`src/hdl/mktd_pkg.sv`:
```
// Shared types, constants and register codes for the Morse key timing decoder.
`default_nettype none

package mktd_pkg;

    localparam int DEF_MAX_ELEMENTS = 8;
    localparam int DEF_COUNT_WIDTH  = 16;

    localparam int CFG_WIDTH      = 16;
    localparam int CFG_ADDR_WIDTH = 3;
    localparam int IN_TDATA_WIDTH  = 8;
    localparam int OUT_TDATA_WIDTH = 16;

    localparam logic [CFG_WIDTH-1:0] DEBOUNCE_RESET  = 16'd30;
    localparam logic [CFG_WIDTH-1:0] MAX_DIT_RESET   = 16'd150;
    localparam logic [CFG_WIDTH-1:0] MAX_DAH_RESET   = 16'd600;
    localparam logic [CFG_WIDTH-1:0] SYMBOL_GAP_RESET = 16'd300;
    localparam logic [CFG_WIDTH-1:0] SPACE_GAP_RESET = 16'd1600;

    typedef enum logic [CFG_ADDR_WIDTH-1:0] {
        CFG_DEBOUNCE   = 3'd0,
        CFG_MAX_DIT    = 3'd1,
        CFG_MAX_DAH    = 3'd2,
        CFG_SYMBOL_GAP = 3'd3,
        CFG_SPACE_GAP  = 3'd4
    } t_cfg_idx;

    typedef struct packed {
        logic [CFG_WIDTH-1:0] debounce_ticks;
        logic [CFG_WIDTH-1:0] max_dit_ticks;
        logic [CFG_WIDTH-1:0] max_dah_ticks;
        logic [CFG_WIDTH-1:0] symbol_gap_ticks;
        logic [CFG_WIDTH-1:0] space_gap_ticks;
    } t_cfg;

    typedef struct packed {
        logic       overflow;
        logic [3:0] pattern_length;
        logic [7:0] pattern_bits;
        logic       is_space;
        logic       symbol_valid;
        logic       tone_on;
    } t_result;

endpackage

`default_nettype wire

```
`src/hdl/mktd_cfg_regs.sv`:
```
// Configuration register file for the Morse key timing decoder.
`default_nettype none

module mktd_cfg_regs (
    input  wire logic                                i_clk,
    input  wire logic                                i_rst_n,
    input  wire logic                                i_cfg_we,
    input  wire logic [mktd_pkg::CFG_ADDR_WIDTH-1:0] i_cfg_addr,
    input  wire logic [mktd_pkg::CFG_WIDTH-1:0]      i_cfg_wdata,
    output mktd_pkg::t_cfg                           o_cfg
);

    mktd_pkg::t_cfg r_cfg;
    mktd_pkg::t_cfg n_cfg;

    always_comb begin
        n_cfg = r_cfg;
        if (i_cfg_we) begin
            unique case (mktd_pkg::t_cfg_idx'(i_cfg_addr))
                mktd_pkg::CFG_DEBOUNCE:   n_cfg.debounce_ticks   = i_cfg_wdata;
                mktd_pkg::CFG_MAX_DIT:    n_cfg.max_dit_ticks    = i_cfg_wdata;
                mktd_pkg::CFG_MAX_DAH:    n_cfg.max_dah_ticks    = i_cfg_wdata;
                mktd_pkg::CFG_SYMBOL_GAP: n_cfg.symbol_gap_ticks = i_cfg_wdata;
                mktd_pkg::CFG_SPACE_GAP:  n_cfg.space_gap_ticks  = i_cfg_wdata;
                default:                  n_cfg = r_cfg;
            endcase
        end
    end

    always_ff @(posedge i_clk) begin
        if (!i_rst_n) begin
            r_cfg.debounce_ticks   <= mktd_pkg::DEBOUNCE_RESET;
            r_cfg.max_dit_ticks    <= mktd_pkg::MAX_DIT_RESET;
            r_cfg.max_dah_ticks    <= mktd_pkg::MAX_DAH_RESET;
            r_cfg.symbol_gap_ticks <= mktd_pkg::SYMBOL_GAP_RESET;
            r_cfg.space_gap_ticks  <= mktd_pkg::SPACE_GAP_RESET;
        end else begin
            r_cfg <= n_cfg;
        end
    end

    assign o_cfg = r_cfg;

endmodule

`default_nettype wire

```
`src/hdl/mktd_core.sv`:
```
// Timing state and per-tick classification logic of the Morse key timing decoder.
`default_nettype none

module mktd_core #(
    parameter int MAX_ELEMENTS = mktd_pkg::DEF_MAX_ELEMENTS,
    parameter int COUNT_WIDTH  = mktd_pkg::DEF_COUNT_WIDTH
) (
    input  wire logic          i_clk,
    input  wire logic          i_rst_n,
    input  mktd_pkg::t_cfg     i_cfg,
    input  wire logic          i_accept,
    input  wire logic          i_key_level,
    output mktd_pkg::t_result  o_result
);

    localparam int CMP_W = (COUNT_WIDTH > mktd_pkg::CFG_WIDTH) ? COUNT_WIDTH
                                                                : mktd_pkg::CFG_WIDTH;
    localparam logic [3:0] CAPACITY = (MAX_ELEMENTS > 8) ? 4'd8 : 4'(MAX_ELEMENTS);

    logic [COUNT_WIDTH-1:0] r_elapsed;
    logic                   r_last_level;
    logic                   r_paused;
    logic [7:0]             r_bits;
    logic [3:0]             r_count;
    logic                   r_dropped;

    logic [COUNT_WIDTH-1:0] n_elapsed;
    logic                   n_last_level;
    logic                   n_paused;
    logic [7:0]             n_bits;
    logic [3:0]             n_count;
    logic                   n_dropped;

    logic [CMP_W-1:0] m;
    logic             edge_ok;

    always_comb begin
        m = CMP_W'(r_elapsed);
        n_elapsed    = r_elapsed;
        n_last_level = r_last_level;
        n_paused     = r_paused;
        n_bits       = r_bits;
        n_count      = r_count;
        n_dropped    = r_dropped;
        o_result     = '0;
        o_result.tone_on = ~i_key_level;

        if (i_key_level && !r_paused) begin
            if (m > CMP_W'(i_cfg.space_gap_ticks)) begin
                o_result.symbol_valid = 1'b1;
                o_result.is_space     = 1'b1;
                n_bits    = '0;
                n_count   = '0;
                n_dropped = 1'b0;
                n_paused  = 1'b1;
            end else if (m > CMP_W'(i_cfg.symbol_gap_ticks) && r_count != 4'd0) begin
                o_result.symbol_valid   = 1'b1;
                o_result.pattern_bits   = r_bits;
                o_result.pattern_length = r_count;
                o_result.overflow       = r_dropped;
                n_bits    = '0;
                n_count   = '0;
                n_dropped = 1'b0;
            end
        end

        edge_ok = (i_key_level != r_last_level) && (m > CMP_W'(i_cfg.debounce_ticks));
        if (edge_ok) begin
            n_last_level = i_key_level;
            n_elapsed    = '0;
            n_paused     = 1'b0;
            if (i_key_level && !(m > CMP_W'(i_cfg.max_dah_ticks))) begin
                if (n_count < CAPACITY) begin
                    if (m > CMP_W'(i_cfg.max_dit_ticks)) begin
                        n_bits = n_bits | (8'd1 << n_count[2:0]);
                    end
                    n_count = n_count + 4'd1;
                end else begin
                    n_dropped = 1'b1;
                end
            end
        end else if (r_elapsed != {COUNT_WIDTH{1'b1}}) begin
            n_elapsed = r_elapsed + COUNT_WIDTH'(1);
        end
    end

    always_ff @(posedge i_clk) begin
        if (!i_rst_n) begin
            r_elapsed    <= '0;
            r_last_level <= 1'b1;
            r_paused     <= 1'b0;
            r_bits       <= '0;
            r_count      <= '0;
            r_dropped    <= 1'b0;
        end else if (i_accept) begin
            r_elapsed    <= n_elapsed;
            r_last_level <= n_last_level;
            r_paused     <= n_paused;
            r_bits       <= n_bits;
            r_count      <= n_count;
            r_dropped    <= n_dropped;
        end
    end

endmodule

`default_nettype wire

```
`src/hdl/mktd_out_buf.sv`:
```
// Two-entry result buffer that decouples the output request from the input side.
`default_nettype none

module mktd_out_buf (
    input  wire logic         i_clk,
    input  wire logic         i_rst_n,
    input  wire logic         i_push,
    input  mktd_pkg::t_result i_data,
    output logic              o_ready,
    output logic              o_valid,
    input  wire logic         i_pop_ready,
    output mktd_pkg::t_result o_data
);

    localparam logic [1:0] DEPTH = 2'd2;

    mktd_pkg::t_result r_mem [2];
    logic       r_wr_ptr;
    logic       r_rd_ptr;
    logic [1:0] r_count;
    logic       n_wr_ptr;
    logic       n_rd_ptr;
    logic [1:0] n_count;
    logic       pop;

    assign o_ready = (r_count != DEPTH);
    assign o_valid = (r_count != 2'd0);
    assign o_data  = r_mem[r_rd_ptr];
    assign pop     = o_valid && i_pop_ready;

    always_comb begin
        n_wr_ptr = i_push ? ~r_wr_ptr : r_wr_ptr;
        n_rd_ptr = pop ? ~r_rd_ptr : r_rd_ptr;
        n_count  = r_count + {1'b0, i_push} - {1'b0, pop};
    end

    always_ff @(posedge i_clk) begin
        if (i_push) begin
            r_mem[r_wr_ptr] <= i_data;
        end
    end

    always_ff @(posedge i_clk) begin
        if (!i_rst_n) begin
            r_wr_ptr <= 1'b0;
            r_rd_ptr <= 1'b0;
            r_count  <= '0;
        end else begin
            r_wr_ptr <= n_wr_ptr;
            r_rd_ptr <= n_rd_ptr;
            r_count  <= n_count;
        end
    end

endmodule

`default_nettype wire

```
`src/hdl/morse_key_timing_decoder_unit.sv`:
```
// Top level of the Morse key timing decoder.
// The result of an accepted tick request is registered into the result buffer.
// Throughput: one tick request per clock cycle while the result buffer is not full.
// A two-entry result buffer keeps input accepted while one result waits.
// Reset is synchronous and active low; it clears the timing state and the result
// buffer and loads the default thresholds into the configuration registers.
`default_nettype none

module morse_key_timing_decoder_unit #(
    parameter int MAX_ELEMENTS = mktd_pkg::DEF_MAX_ELEMENTS,
    parameter int COUNT_WIDTH  = mktd_pkg::DEF_COUNT_WIDTH
) (
    input  wire logic                                 i_clk,
    input  wire logic                                 i_rst_n,
    input  wire logic                                 i_cfg_we,
    input  wire logic [mktd_pkg::CFG_ADDR_WIDTH-1:0]  i_cfg_addr,
    input  wire logic [mktd_pkg::CFG_WIDTH-1:0]       i_cfg_wdata,
    input  wire logic                                 i_s_axis_tvalid,
    output logic                                      o_s_axis_tready,
    // Fields from bit 0: key_level, then zero fill.
    input  wire logic [mktd_pkg::IN_TDATA_WIDTH-1:0]  i_s_axis_tdata,
    output logic                                      o_m_axis_tvalid,
    input  wire logic                                 i_m_axis_tready,
    // Fields from bit 0: tone_on, symbol_valid, is_space, pattern_bits[7:0],
    // pattern_length[3:0], overflow.
    output logic [mktd_pkg::OUT_TDATA_WIDTH-1:0]      o_m_axis_tdata
);

    mktd_pkg::t_cfg    cfg;
    mktd_pkg::t_result core_result;
    mktd_pkg::t_result buf_result;
    logic              accept;

    assign accept = i_s_axis_tvalid && o_s_axis_tready;

    mktd_cfg_regs u_cfg (
        .i_clk       (i_clk),
        .i_rst_n     (i_rst_n),
        .i_cfg_we    (i_cfg_we),
        .i_cfg_addr  (i_cfg_addr),
        .i_cfg_wdata (i_cfg_wdata),
        .o_cfg       (cfg)
    );

    mktd_core #(
        .MAX_ELEMENTS (MAX_ELEMENTS),
        .COUNT_WIDTH  (COUNT_WIDTH)
    ) u_core (
        .i_clk       (i_clk),
        .i_rst_n     (i_rst_n),
        .i_cfg       (cfg),
        .i_accept    (accept),
        .i_key_level (i_s_axis_tdata[0]),
        .o_result    (core_result)
    );

    mktd_out_buf u_out (
        .i_clk       (i_clk),
        .i_rst_n     (i_rst_n),
        .i_push      (accept),
        .i_data      (core_result),
        .o_ready     (o_s_axis_tready),
        .o_valid     (o_m_axis_tvalid),
        .i_pop_ready (i_m_axis_tready),
        .o_data      (buf_result)
    );

    assign o_m_axis_tdata = buf_result;

endmodule

`default_nettype wire

```
`config.mk`:
```
export PLATFORM = sky130hd
export DESIGN_NAME = morse_key_timing_decoder_unit
export DESIGN_NICKNAME = d
export VERILOG_FILES = /design/src/hdl/mktd_pkg.sv /design/src/hdl/mktd_cfg_regs.sv /design/src/hdl/mktd_core.sv /design/src/hdl/mktd_out_buf.sv /design/src/hdl/morse_key_timing_decoder_unit.sv
export SDC_FILE = /design/constraint.sdc
export NUM_CORES = 1
export LEC_CHECK = 0
export ABC_AREA = 1
export BUFFER_PORTS_ARGS = -buffer_cell sky130_fd_sc_hd__buf_2
export CAP_MARGIN = 20
export CORE_AREA = 2 2 144 146
export CTS_BUF_LIST = sky130_fd_sc_hd__clkbuf_4 sky130_fd_sc_hd__clkbuf_8 sky130_fd_sc_hd__clkbuf_16
export DETAILED_ROUTE_END_ITERATION = 10
export DIE_AREA = 0 0 146 148
export GPL_TIMING_DRIVEN = 0
export PLACE_DENSITY = 0.62
export SLEW_MARGIN = 15
export SYNTH_ARGS = -nofsm -noshare
export SYNTH_HDL_FRONTEND = slang
export SYNTH_SLANG_ARGS = --single-unit
```
`constraint.sdc`:
```
create_clock -name i_clk -period 2.1 [get_ports i_clk]
set_input_delay 0.21 -clock i_clk [delete_from_list [all_inputs] [get_ports i_clk]]
set_output_delay 0.21 -clock i_clk [all_outputs]
set_load 0.01 [all_outputs]
```
* Yosys cells after proc, flatten, opt, wreduce, memory -nomap -nowiden
Memories as Yosys holds them, arrays and structs flattened. A register that Yosys moved wholly into a read port is not among the register bits.
Cells that the tools add are included.
** Storage, ports and cells
- Bits in registers :: 115
- Bits in writable memories :: 32
- Input bits :: 32
- Output and inout port bits :: 18
- Word-level logic and storage cells :: 93
- Memories kept :: 1
** Memory list
- u_out.r_mem :: words 2, bits a word 16, read ports 1, clocked after Yosys merged registers in 1, wr ports 1, line mktd_out_buf.sv:17 : mktd_pkg::t_result r_mem [2];
** Cells by class
- Add/subtract/negate cells :: 4
- Order comparisons :: 6
- Equal/unequal tests :: 7
- Shift operators :: 1
- Muxes and demuxes :: 34
- Bitwise operators :: 4
- Reductions and logical operators :: 22
** Operators by type and width (number)
- 16-bit > comparator :: 5
- 8-bit two-way mux :: 7
- 16-bit two-way mux :: 2
- 13-bit two-way mux :: 2
- 4-bit two-way mux :: 6
- 16-bit by 1-bit adder with 16-bit output (second input constant) :: 1
- 1-bit two-way mux :: 16
- 16-bit != test (second input constant) :: 1
- 15-bit two-way mux :: 1
- 2-bit AND reduction :: 7
- 8-bit OR :: 1
- 2-bit nonzero test :: 4
- 1-bit by 3-bit << shifter with 8-bit output (first input constant) :: 1
- 3-bit by 2-bit == test with 1-bit output (second input constant) :: 2
- 1-bit logical AND :: 6
- 4-bit by 1-bit adder with 4-bit output (second input constant) :: 1
- 4-bit < comparator (second input constant) :: 1
- 4-bit nonzero test :: 1
- 3-bit by 1-bit == test with 1-bit output (second input constant) :: 1
- 3-bit == test (second input constant) :: 1
- 3-bit zero test :: 1
- 1-bit NOT :: 3
- 3-bit AND reduction :: 1
- 2-bit by 1-bit adder with 2-bit output :: 1
- other kinds (4) :: 5

* Logic depth before layout (Yosys ltp)
- Word-level depth :: 11
- Gate-level depth with buffers :: 20
- Depth with buffers taken out :: 20

* Cells and area by module
From an unflattened synthesis, not the netlist that was laid out.
** Unflattened totals
- Cells, all modules :: 1154
- Area, all modules :: 8496.9 um^2
** Modules (own cells, without submodules)
- mktd_core :: times used 1, cells each 618, area each 3860.0 um^2, sequential area each 620.6 um^2
- mktd_cfg_regs :: times used 1, cells each 448, area each 3181.8 um^2, sequential area each 1601.5 um^2
- mktd_out_buf :: times used 1, cells each 86, area each 1447.6 um^2, sequential area each 1061.0 um^2
- morse_key_timing_decoder_unit :: times used 1, cells each 2, area each 7.5 um^2, sequential area each 0.0 um^2

* Worst setup path after synthesis
OpenSTA, ideal clock, no wires.
- Path type :: register to register
- From :: register u_core.r_elapsed[15], in the netlist u_core.m[15]
- To :: register u_core.r_count[2]
- Library setup time :: 0.071 ns
- Arrival time :: 2.186 ns
- Required time :: 2.029 ns
- Path slack :: -0.157 ns
- Cell stages (with the launch flop) :: 14
- Path buffers :: 0
- Clock period less this slack :: 2.257 ns
- Cells stage by stage :: dfxtp_1 ha_1 a21oi_1 o21ai_0 nor2_1 nand2_1 nand3_1 nand2_1 nor2_2 ha_1 ha_1 nand3_1 nand3_1 a21oi_1
** Between the ends
- Cells in the longest elaborated chain, start to end :: 9
- Elaborated cells on any way between the ends :: 16
** RTL lines
- start, declared :: line mktd_core.sv:20 : logic [COUNT_WIDTH-1:0] r_elapsed;
- start signal, assigned :: line mktd_core.sv:96 : r_elapsed <= n_elapsed;
- 16-bit > comparator :: line mktd_core.sv:56 : end else if (m > CMP_W'(i_cfg.symbol_gap_ticks) && r_count != 4'd0) begin
- 1-bit logical AND :: line mktd_core.sv:56
- 4-bit two-way mux :: line mktd_core.sv:56
- 4-bit two-way mux :: line mktd_core.sv:49 : if (m > CMP_W'(i_cfg.space_gap_ticks)) begin
- 4-bit two-way mux :: line mktd_core.sv:48 : if (i_key_level && !r_paused) begin
- 4-bit by 1-bit adder with 4-bit output / 4-bit < comparator (equally long branches) :: line mktd_core.sv:77, mktd_core.sv:73
- 4-bit two-way mux :: line mktd_core.sv:73 : if (n_count < CAPACITY) begin
- 4-bit two-way mux :: line mktd_core.sv:72 : if (i_key_level && !(m > CMP_W'(i_cfg.max_dah_ticks))) begin
- 4-bit two-way mux * :: line mktd_core.sv:68 : if (edge_ok) begin
- end signal, assigned :: line mktd_core.sv:100 : r_count <= n_count;
- end, declared :: line mktd_core.sv:24 : logic [3:0] r_count;
Every way passes the cells marked *; elsewhere a longest branch is shown, timed or not.
A chain may end at the register's enable or synchronous reset.

* Final worst setup path
- From :: register u_core.r_elapsed[9], in the netlist u_core.m[9]
- To :: register u_core.r_bits[5]
** Between the ends
- Cells in the longest elaborated chain, start to end :: 11
- Elaborated cells on any way between the ends :: 22
** RTL lines
- parallel branches: the longest is 10 deep, another holds 16-bit > comparator
- 8-bit two-way mux * :: line mktd_core.sv:68
- end signal, assigned :: line mktd_core.sv:99 : r_bits <= n_bits;
- end, declared :: line mktd_core.sv:23 : logic [7:0] r_bits;
Every way passes the cells marked *.

==> run metrics <==
status finished with violations; failing checks negative setup slack; commonest cells after routing, fill and taps aside nand2_1 (143), inv_1 (120), a21oi_1 (102); initial core utilization approximately two fifths; Seq/Total Area, Yosys between 40% and 50%; worst-skew pair later-pin latency 440 ps; total gr overflow 0; Arrival @ worst endpoint ~2700 ps; top cells by area, synth dfxtp_1 (29%), ha_1 (14%), edfxtp_1 (12%); vias in the first global route approximately 6500; #FFs+latches synth 148; H-tree Lvls 4; Hold Fails Final Rpt 0; DRT iter0 DRCs ~510; endpoints failing setup 26; Slew HR around 43%; post-synth top area share 29.2%; Die Height between 100 and 150 um; hpwl dp ~14000 um; PortBufs 42; peak fanout along the critical path 7; Clk pin slew, worst setup/hold paths approximately 70 ps; CP Launch Type register; leak pwr between 4 and 5 nW; slew at the pin closest to its max-slew limit ~850 ps; Ys Warns 0; clk buf depth 2; Num CTS Buffers 17; layout cells sized above 1 slightly below 30%; worst setup margin -235 ps; Core ar. 20000 um^2; CP dominant cell by count nand2_1; cell with the largest stage delay on the worst path dfxtp_4; syn_nets 1096; RSZ-0062 raised after global routing yes; crit end category register; Power Density just over 700 nW/um^2; Chip Width 146 um; most common cell after layout, fill and taps aside nand2_1; initial antenna violation count 0; Pre-antenna DRT Iters 5; Mapped Cells just under 1000; GRT Util Overall around 20%; I/O pin cnt 50; P&R area growth vs syn 32.7%; # clock sinks roughly 150; Antenna Nets Post-Route 0; fin nets around 1200; Non-Filler Instances around 1400; Placed Instances ~1300; placed cell areas ~8600 um^2; FP Rows 52; Placer Congestion around 0.9; max-cap check violation count 0; CTS tree done; largest net degree at the start of global routing 18; Netlist cell types 38; peak supply drop between 500 and 600 uV; CTS root buffer clkbuf_16; worst min path class in2reg; Design Area, Final around 11000 um^2; FMAX approximately 430 MHz; die area approximately 22000 um^2; mean routed wirelength per cell 16.2 um; WL final roughly 22000 um; slowest stage delay, CP around 390 ps; residual DRC count 0; Slew Viols, Final 0; minimum clock period roughly 2300 ps; vias after detailed routing 6952; Synth area leader dfxtp_1; Final period util 111%; CP Data Required Time 2460 ps; syn_area_per_cell 8.15 um^2; vias per cell between 5 and 6; mapped cell area a little under 8000 um^2; CP Cell Sequence ha_1 > nand2_1 > nand2_1 > nand2_1 > a21oi_2 > nor2_1 > nand2_4 > nand3_4 > nand2_4 > nor2_4 > buf_6 > ha_4 > nand2_2 > nor2_2 > nand3_1 > o21ai_1; first-pass GRT wire length about 34000 um; CP Class reg2reg; Antenna diodes 0; Max Clock Skew ~9.4 ps
==> synthesized netlist by cell type, drive strengths merged <==
cell type / instances
clkinv: 1
o21ai: 91
nor2: 91
a21o: 2
xnor2: 1
mux2: 16
a21oi: 114
nor3: 8
nand4: 8
nor4: 1
clkbuf: 24
edfxtp: 32
o211ai: 17
nand3: 34
or2: 1
buf: 3
ha: 89
a31oi: 1
xor2: 6
inv: 139
o21a: 3
nand2: 177
dfxtp: 116
==> flip-flops by register name, summed over array words and instances, names as in the netlist, named ones only <==
signal               flops
u_cfg.o_cfg             80
u_core.m                16
u_core.r_bits            8
u_core.r_count           4
u_core.r_dropped         1
u_core.r_last_level      1
u_core.r_paused          1
u_out.r_count            2
u_out.r_mem             32
u_out.r_rd_ptr           1
u_out.r_wr_ptr           1
==> power breakdown <==
| part | total, mW | switching, mW | internal, mW |
|---|---|---|---|
| Combinational | 1.21 | 0.706 | 0.505 |
| Sequential | 3.14 | 0.0709 | 3.07 |
| Clock | 3.32 | 1.38 | 1.93 |
==> area by class of cell <==
cell class / instances / area [um^2]
clock inverters: 15 / 205
well taps: 270 / 338
repair inverters: 1 / 7.51
plain buffers: 24 / 104
multi-input cells: 660 / 4800
flip-flops and latches: 148 / 3340
repair buffers: 104 / 771
inverters: 140 / 548
fillers: 1838 / 9490
clock buffers: 17 / 425
==> final timing paths <==
kind	start	endpoint	slack [ps]	cells after the start
min	i_cfg_wdata[6]	u_cfg.o_cfg[38]$_SDFFE_PN1P_	70	3
max reg2reg	u_core.m[9]$_SDFFE_PN0P_	u_core.r_bits[5]$_SDFFE_PN0P_	-240	16
min reg2reg	u_core.r_bits[7]$_SDFFE_PN0P_	u_core.r_bits[7]$_SDFFE_PN0P_	450	2
max	u_core.m[9]$_SDFFE_PN0P_	u_core.r_bits[5]$_SDFFE_PN0P_	-240	16
==> metrics by stage <==
step	utilization (%)	setup slack (ps)	setup TNS [ps]	power, mW	hold WS (ps)
after global routing	52.6	-375	-6060	7.97	97.7
after floorplan	-	-4.66	-4.66	3.86	336
final	52.6	-235	-2570	7.67	74.3
after global placement	42.8	-461	-11430	4.18	440
after CTS	49.9	-155	-1570	7.59	74.1
after detailed placement	42.8	-465	-10670	4.20	442
==> routing by layer <==
| layer | vias up | global-route usage, % | part of all wire (%) |
|---|---|---|---|
| li1 | 3489 | - | - |
| met1 | 3239 | 26.0 | 44 |
| met2 | 182 | 34.3 | 48 |
| met3 | 42 | 4.14 | 5.1 |
| met4 | 0 | 7.23 | 2.6 |
| met5 | - | 0 | 0 |
==> critical path: cells and delay by family (launching register included) <==
kind	cells	cell delay (ps)
AO/OA/AOI/OAI	2	190
adder cells (fa/ha/maj)	2	430
buffers and inverters	1	140
flip-flops	1	390
AND/OR/NAND/NOR	11	1090
==> kinds of logic after synthesis <==
group	Yosys count	synth area share (%)
and+or+nand+nor	320	18.4
muxes	16	2.27
adders and majority gates	89	14.0
DFF	148	41.3
buffers and inverters	167	8.07
xor gates and xnor gates	7	0.771
AOI/OAI and AO/OA	228	15.2
==> what timing repair did <==
item / 4_1_cts / 5_1_grt
gates cloned: 2 / 0
hold buffers: 0 / 0
pin swaps: 38 / 41
endpoints found under the setup margin: 59 / 57
resized for setup: 88 / 97
buffers inserted: 45 / 16
(Power assumes the default switching activity.)
